--- src/rtl/core/iol_pkg.sv ---
// Package for the indexed ordered list: field widths, operation and status codes,
// and the command struct passed from the top level to the cell store.
// No dependencies.
package iol_pkg;

   // Field widths of the stream payloads
   localparam int KIND_W   = 2;
   localparam int POS_W    = 5;
   localparam int VALUE_W  = 32;
   localparam int STATUS_W = 2;
   localparam int COUNT_W  = 5;

   // Packed stream data widths, rounded up to whole bytes
   localparam int REQ_TDATA_W = 40;
   localparam int RSP_TDATA_W = 40;

   // Operation kinds
   localparam logic [KIND_W-1:0] KIND_INSERT = 2'd0;
   localparam logic [KIND_W-1:0] KIND_REMOVE = 2'd1;
   localparam logic [KIND_W-1:0] KIND_CLEAR  = 2'd2;

   // Result status codes
   localparam logic [STATUS_W-1:0] ST_OK      = 2'd0;
   localparam logic [STATUS_W-1:0] ST_BAD_POS = 2'd1;
   localparam logic [STATUS_W-1:0] ST_EMPTY   = 2'd2;
   localparam logic [STATUS_W-1:0] ST_FULL    = 2'd3;

   // Command from the request stage to the store
   typedef struct packed {
      logic              fire;
      logic [KIND_W-1:0] kind;
   } iol_cmd_type;

endpackage

--- src/rtl/core/iol_store.sv ---
// Cell store of the indexed ordered list: a row of shift cells and the entry count.
// Works out status, removed value and new count for one command per cycle.
// Depends on iol_pkg.
module iol_store #(
   parameter int CAPACITY   = 16,
   parameter int DATA_WIDTH = 32
) (
   input  logic                          clock,
   input  logic                          reset,
   input  iol_pkg::iol_cmd_type          cmd,
   input  logic [iol_pkg::POS_W-1:0]     position,
   input  logic [DATA_WIDTH-1:0]         value,
   output logic [DATA_WIDTH-1:0]         removed_value,
   output logic [iol_pkg::STATUS_W-1:0]  status,
   output logic [iol_pkg::COUNT_W-1:0]   count
);
   import iol_pkg::*;

   localparam int CW   = $clog2(CAPACITY + 1);
   localparam int IW   = $clog2(CAPACITY);
   localparam int CMPW = (CW > POS_W) ? CW : POS_W;
   localparam logic [CW-1:0] CAP_C = CW'(CAPACITY);

   logic [CW-1:0]         cnt_ff, cnt_in;
   logic [DATA_WIDTH-1:0] cell_ff [CAPACITY];
   logic [CMPW-1:0]       pos_x, cnt_x;
   logic                  ins_ok, rm_ok;

   assign pos_x = CMPW'(position);
   assign cnt_x = CMPW'(cnt_ff);

   // Status, new count and which shift to do
   always_comb begin
      status        = ST_OK;
      cnt_in        = cnt_ff;
      ins_ok        = 1'b0;
      rm_ok         = 1'b0;
      removed_value = '0;
      case (cmd.kind)
         KIND_INSERT: begin
            if (pos_x > cnt_x) begin
               status = ST_BAD_POS;
            end else if (cnt_ff == CAP_C) begin
               status = ST_FULL;
            end else begin
               ins_ok = cmd.fire;
               cnt_in = cnt_ff + 1'b1;
            end
         end
         KIND_REMOVE: begin
            if (pos_x > cnt_x) begin
               status = ST_BAD_POS;
            end else if (cnt_ff == '0) begin
               status = ST_EMPTY;
            end else if (pos_x == cnt_x) begin
               status = ST_BAD_POS;
            end else begin
               rm_ok         = cmd.fire;
               cnt_in        = cnt_ff - 1'b1;
               removed_value = cell_ff[pos_x[IW-1:0]];
            end
         end
         KIND_CLEAR: begin
            cnt_in = '0;
         end
         default: begin
            // unused kind: no change
         end
      endcase
   end

   assign count = COUNT_W'(cnt_in);

   // Entry count
   always_ff @(posedge clock) begin
      if (reset) begin
         cnt_ff <= '0;
      end else if (cmd.fire) begin
         cnt_ff <= cnt_in;
      end
   end

   // Shifting cells take the left neighbour on insert, the right one on remove
   for (genvar g = 0; g < CAPACITY; g++) begin : g_cell
      localparam logic [CMPW-1:0] IDX = CMPW'(g);
      logic [DATA_WIDTH-1:0] prev_cell, next_cell, cell_in;

      if (g == 0) begin : g_first
         assign prev_cell = value;
      end else begin : g_mid
         assign prev_cell = cell_ff[g-1];
      end
      if (g == CAPACITY - 1) begin : g_last
         assign next_cell = cell_ff[g];
      end else begin : g_body
         assign next_cell = cell_ff[g+1];
      end

      always_comb begin
         cell_in = cell_ff[g];
         if (ins_ok) begin
            if (pos_x == IDX) begin
               cell_in = value;
            end else if (pos_x < IDX) begin
               cell_in = prev_cell;
            end
         end else if (rm_ok && (pos_x <= IDX)) begin
            cell_in = next_cell;
         end
      end

      always_ff @(posedge clock) begin
         cell_ff[g] <= cell_in;
      end
   end

endmodule

--- src/rtl/core/indexed_ordered_list.sv ---
// Top level of the indexed ordered list: request register, cell store, result register.
// Depends on iol_pkg and iol_store.
//
//   channel | direction | tdata (low bit up)                   | tuser
//   req     | in        | position[4:0], value[36:5]            | kind[1:0]
//   rsp     | out       | removed_value[31:0], status[33:32],   | -
//           |           | count[38:34]                          |
//
// One item per cycle while results drain; each goes via the request and result registers.
// All cells shift or hold in parallel within the cycle between the request
// register and the result register, so the rate is set by that single pass.
// Reset empties the list; cell contents are not cleared and need no pass.
// A stalled result holds the request register, which still takes one item.
module indexed_ordered_list #(
   parameter int CAPACITY   = 16,
   parameter int DATA_WIDTH = 32
) (
   input  logic                              clock,
   input  logic                              reset,
   input  logic                              req_tvalid,
   output logic                              req_tready,
   input  logic [iol_pkg::REQ_TDATA_W-1:0]   req_tdata,  // position, value, zero pad
   input  logic [iol_pkg::KIND_W-1:0]        req_tuser,  // kind
   output logic                              rsp_tvalid,
   input  logic                              rsp_tready,
   output logic [iol_pkg::RSP_TDATA_W-1:0]   rsp_tdata   // removed_value, status, count, pad
);
   import iol_pkg::*;

   logic                 req_valid_ff, req_valid_in;
   logic [KIND_W-1:0]    req_kind_ff;
   logic [POS_W-1:0]     req_pos_ff;
   logic [VALUE_W-1:0]   req_value_ff;

   logic                 rsp_valid_ff, rsp_valid_in;
   logic signed [VALUE_W-1:0] rsp_removed_ff, rsp_removed_in;
   logic [STATUS_W-1:0]  rsp_status_ff, rsp_status_in;
   logic [COUNT_W-1:0]   rsp_count_ff, rsp_count_in;

   logic                 advance, req_xfer;
   iol_cmd_type          cmd;
   logic [DATA_WIDTH-1:0] store_removed;

   // Handshake: the pass runs whenever the result register is free or draining
   assign advance    = !rsp_valid_ff || rsp_tready;
   assign req_tready = !req_valid_ff || advance;
   assign req_xfer   = req_tvalid && req_tready;

   assign req_valid_in = req_xfer ? 1'b1 : (advance ? 1'b0 : req_valid_ff);

   // Request register
   always_ff @(posedge clock) begin
      if (reset) begin
         req_valid_ff <= 1'b0;
      end else begin
         req_valid_ff <= req_valid_in;
      end
   end

   always_ff @(posedge clock) begin
      if (req_xfer) begin
         req_kind_ff  <= req_tuser;
         req_pos_ff   <= req_tdata[POS_W-1:0];
         req_value_ff <= req_tdata[POS_W+VALUE_W-1:POS_W];
      end
   end

   // Store
   assign cmd.fire = req_valid_ff && advance;
   assign cmd.kind = req_kind_ff;

   iol_store #(
      .CAPACITY   (CAPACITY),
      .DATA_WIDTH (DATA_WIDTH)
   ) u_store (
      .clock         (clock),
      .reset         (reset),
      .cmd           (cmd),
      .position      (req_pos_ff),
      .value         (DATA_WIDTH'(req_value_ff)),
      .removed_value (store_removed),
      .status        (rsp_status_in),
      .count         (rsp_count_in)
   );

   assign rsp_removed_in = VALUE_W'(store_removed);
   assign rsp_valid_in   = cmd.fire ? 1'b1 : (rsp_tready ? 1'b0 : rsp_valid_ff);

   // Result register
   always_ff @(posedge clock) begin
      if (reset) begin
         rsp_valid_ff <= 1'b0;
      end else begin
         rsp_valid_ff <= rsp_valid_in;
      end
   end

   always_ff @(posedge clock) begin
      if (cmd.fire) begin
         rsp_removed_ff <= rsp_removed_in;
         rsp_status_ff  <= rsp_status_in;
         rsp_count_ff   <= rsp_count_in;
      end
   end

   assign rsp_tvalid = rsp_valid_ff;
   assign rsp_tdata  = {{(RSP_TDATA_W - VALUE_W - STATUS_W - COUNT_W){1'b0}},
                        rsp_count_ff, rsp_status_ff, rsp_removed_ff};

`ifndef NO_ASSERTIONS
   // A failed operation never returns a value
   a_err_no_value: assert property (@(posedge clock) disable iff (reset)
      (rsp_valid_ff && (rsp_status_ff != ST_OK)) |-> (rsp_removed_ff == '0))
      else $error("error result carries a removed value");

   // A request held back by a stalled result keeps its payload
   a_req_hold: assert property (@(posedge clock) disable iff (reset)
      (req_valid_ff && !advance) |=> (req_valid_ff && $stable(req_pos_ff)
                                      && $stable(req_kind_ff)))
      else $error("stalled request changed");

   // A full status reports the list at capacity
   a_full_count: assert property (@(posedge clock) disable iff (reset)
      (rsp_valid_ff && (rsp_status_ff == ST_FULL)) |-> (rsp_count_ff == COUNT_W'(CAPACITY)))
      else $error("full status with count below capacity");
`endif

endmodule
--- config.mk ---
export PLATFORM = sky130hd
export DESIGN_NAME = indexed_ordered_list
export DESIGN_NICKNAME = d
export VERILOG_FILES = /design/src/rtl/core/iol_pkg.sv /design/src/rtl/core/iol_store.sv /design/src/rtl/core/indexed_ordered_list.sv
export SDC_FILE = /design/constraint.sdc
export NUM_CORES = 1
export LEC_CHECK = 0
export BUFFER_PORTS_ARGS = -buffer_cell sky130_fd_sc_hd__buf_2
export CORE_ASPECT_RATIO = 1.5
export CORE_MARGIN = 4
export CORE_UTILIZATION = 50
export CTS_CLUSTER_DIAMETER = 60
export CTS_CLUSTER_SIZE = 40
export DETAILED_ROUTE_END_ITERATION = 7
export PLACE_DENSITY = 0.66
export RECOVER_POWER = 100
export SYNTH_ARGS = -nofsm -noshare
export SYNTH_HDL_FRONTEND = slang
export SYNTH_SLANG_ARGS = --single-unit
--- constraint.sdc ---
create_clock -name clock -period 7.25 [get_ports clock]
set_clock_uncertainty 0.15 [all_clocks]
set_input_delay 0.725 -clock clock [delete_from_list [all_inputs] [get_ports clock]]
set_output_delay 0.725 -clock clock [all_outputs]
set_load 0.02 [all_outputs]
==> summary.txt <==
Worst setup path
  • Crit path top cell by count: and3_1
  • Worst Setup EP: u_store.cell_ff[11][20]
  • CP max FO: 45
  • Setup crit start: req_pos_ff[3]
  • CP Capture Type: flip-flop
  • Crit-path cells: buf_4 -> ha_1 -> and3_1 -> and3_1 -> o41ai_1 -> nand3_1 -> or2_0 -> a21oi_4 -> clkbuf_1
  • R2R Setup Slk: approximately 1300 ps
  • Reg2reg path depth: 9
  • Crit-path slowest cell: clkbuf_1
  • Crit. path cell count: 9
  • CP peak stage delay: around 1300 ps
  • Critical path class: flip-flop to flip-flop
  • CP startpoint kind: flip-flop
  • FF-to-FF End: u_store.cell_ff[11][20]
  • WP data arrival: about 6000 ps
  • Data required, critical path: about 7300 ps
  • R2r startpoint: req_pos_ff[3]
  • CP top delay family: buffers and inverters
  • Buf/Inv on CP: 2

Finish
  • Filler cells: 5560
  • Layout overhead on the synthesized area: 6.432%
  • Fin area: 0.03505 mm2
  • Most frequent cells in the layout: edfxtp_1 (590), nor2_1 (465), a21oi_1 (456)
  • Inserted Diodes: 0
  • Final Util: roughly 54%
  • Fraction of layout cells with a size suffix above 1: 15.34%
  • Final #Nets: about 2600
  • Commonest non-fill, non-tap cell in the layout: edfxtp_1

Clocking
  • Hold Buf Count CTS: 0
  • Post-cts sizing count: 0
  • H-tree Lvls: 2
  • TritonCTS Buffers: 40
  • Clock transition at path regs: around 100 ps
  • CTS Buffer Depth: 3
  • Post-CTS Setup Bufs: 0
  • CTS tree: yes
  • Worst-skew pair later-pin latency: a little over 600 ps
  • Root buffer cell: clkbuf_16
  • Clock sinks: 597

Power
  • Static Leak: 12.81 nW
  • Power Dens Cells: 194.2 mW/mm2
  • Worst-case vdd ir drop: approximately 0.00015 V

Yosys
  • Avg Cell Area, Syn: approximately 13 um2
  • Gate count of the mapped netlist: about 2600
  • Synth cell types: 55
  • Post-synth EDFFs: 590
  • Synth warnings: 0
  • Synthesized Nets: between 2000 and 3000
  • Synth Cell Area: roughly 0.033 mm2
  • Main synth FF type: edfxtp_1
  • Seq/Total Area, Yosys: 54.22%
  • Post-synth ARST share: 0%
  • Synth Register Bits: around 600

Timing
  • RSZ-0062 raised after global routing: no
  • Relative slew slack: -128.8%
  • Final setup vio count: 0
  • Fin Setup TNS: 0 ps
  • Fmax: 0.1677 GHz
  • Worst-margin pin slew: between 3000 and 4000 ps
  • Fin. max-slew vios: between 400 and 500
  • Fin. Hold Viols: 0
  • Final Cycle Share: between 80 and 90%
  • Tmin final: 5964 ps

Route
  • DRC errors left: 0
  • Via count: around 21000
  • Post-route ant nets: 0
  • Total wire length: just under 90000 um
  • Drt wl/cell: between 20 and 30 um
  • Drt pass-1 iters: 6
  • DR vias/cell: ~6.2
  • Drt initial violations: approximately 2300

Floorplan
  • Starting Density: about half
  • Die X: about 220 um
  • Top-level port count: just under 90
  • FP Rows: around 120
  • Die ar.: about 0.070 mm2
  • Core area: between 0.06 and 0.07 mm2
  • DIE HEIGHT: between 300 and 400 um

Placed design
  • RePlAce Congestion: about 0.8
  • Detail Placement HPWL: 49830 um
  • Number of port buffers: between 80 and 90
  • Placed Instance Area: between 0.03 and 0.04 mm2

Run status
  • Failing checks: capacitance limit, slew limit
  • Status: complete, but fails checks

Job
  • MaxCap Viol Count: 14

Worst hold path
  • Worst min path class: primary input to flip-flop

GRT
  • Largest net degree at the start of global routing: between 200 and 300
  • Initial antenna violation count: 1
  • Global-route wire length before repair: ~130000 um
  • Number of global-route vias before repair: between 20000 and 25000
  • Overall Global Routing Usage: around a quarter
  • Global route overflow: 0
cell type report:
cell class                 count  area [um2]  share of cell area [%]
sequential                   597       17860                   50.95
multi-input combinational   1737       13920                   39.72
tap                          877        1097                   3.131
clock buffer                  42        1030                   2.938
timing repair buffer         132       748.2                   2.135
clock inverter                30       355.3                   1.014
inverter                      11       41.29                  0.1178
worst min-delay path by stage:
stage / startpoint / end / depth (start not counted)
2_1_floorplan: u_store.cnt_ff[1] / u_store.cnt_ff[1] / 2
4_1_cts: req_tdata[35] / req_value_ff[30] / 1
6_report: req_tdata[34] / req_value_ff[29] / 1
3_3_place_gp: req_valid_ff / rsp_tvalid / 2
3_5_place_dp: req_valid_ff / rsp_tvalid / 2
5_1_grt: req_tdata[35] / req_value_ff[30] / 1
power by group:
part	total [mW]	switching [mW]	internal (mW)	leakage, nW
combinational	0.421	0.240	0.181	6.73
sequential	3.85	0.0614	3.79	5.42
clock	2.53	1.36	1.18	0.670
routing by layer:
metal / wire length, um / global-route usage (%) / up-vias
met2: 44550 / 43.51 / 750
met5: 0 / 0 / -
met3: 5301 / 3.496 / 147
met4: 2287 / 6.434 / 0
met1: 35740 / 32.46 / 10880
li1: - / - / 9635
logic make-up (layout without fill, tap and decap cells):
kind of cell / count (synthesis) / in the layout / share of synthesized area [%]
AOI/OAI and AO/OA: 492 / 492 / 7.789
xor gates and xnor gates: 2 / 2 / 0.05320
adders and majority gates: 7 / 7 / 0.2659
buffers and inverters: 246 / 215 / 3.818
DFF: 597 / 597 / 54.22
muxes: 675 / 675 / 26.84
other: 1 / 1 / 0.01139
and+or+nand+nor: 560 / 560 / 6.998
synthesized netlist by cell type (all sizes together) (3+ instances only):
library cell	n	share of area [%]
nor3	9	0.17
mux2	64	2.2
nor2b	6	0.11
nand2b	4	0.076
a31oi	5	0.095
dfxtp	7	0.43
inv	11	0.13
a21o	3	0.068
and3	3	0.072
nor4	3	0.057
ha	7	0.27
nand3	4	0.061
and2	34	0.65
or3	4	0.076
o21ai	6	0.091
clkbuf	57	0.65
mux2i	451	14
mux4	160	11
a21oi	460	7.0
nand2	16	0.18
nor2	469	5.4
buf	178	3.0
edfxtp	590	54
registers in the layout, summed over array words and instances (netlist names):
signal and cells:
req_value_ff 32, req_valid_ff 1, req_kind_ff 2, rsp_removed_ff 32, rsp_count_ff 5, req_pos_ff 5, rsp_status_ff 2, u_store.cnt_ff 5
u_store.cell_ff 512, rsp_tvalid 1
per-stage QoR:
stage                     power (mW)  hold slack [ps]  instances  setup WS, ps
after global placement         4.347            357.0       3354          2286
after CTS                      6.875            89.55       3426          2182
after detailed placement       4.355            362.4       3354          2239
after global routing           7.028            98.68       3426          1025
final                          6.807            130.6       3426          1286
after floorplan                4.224            332.7       2580          1784
(Power assumes the default switching activity.)
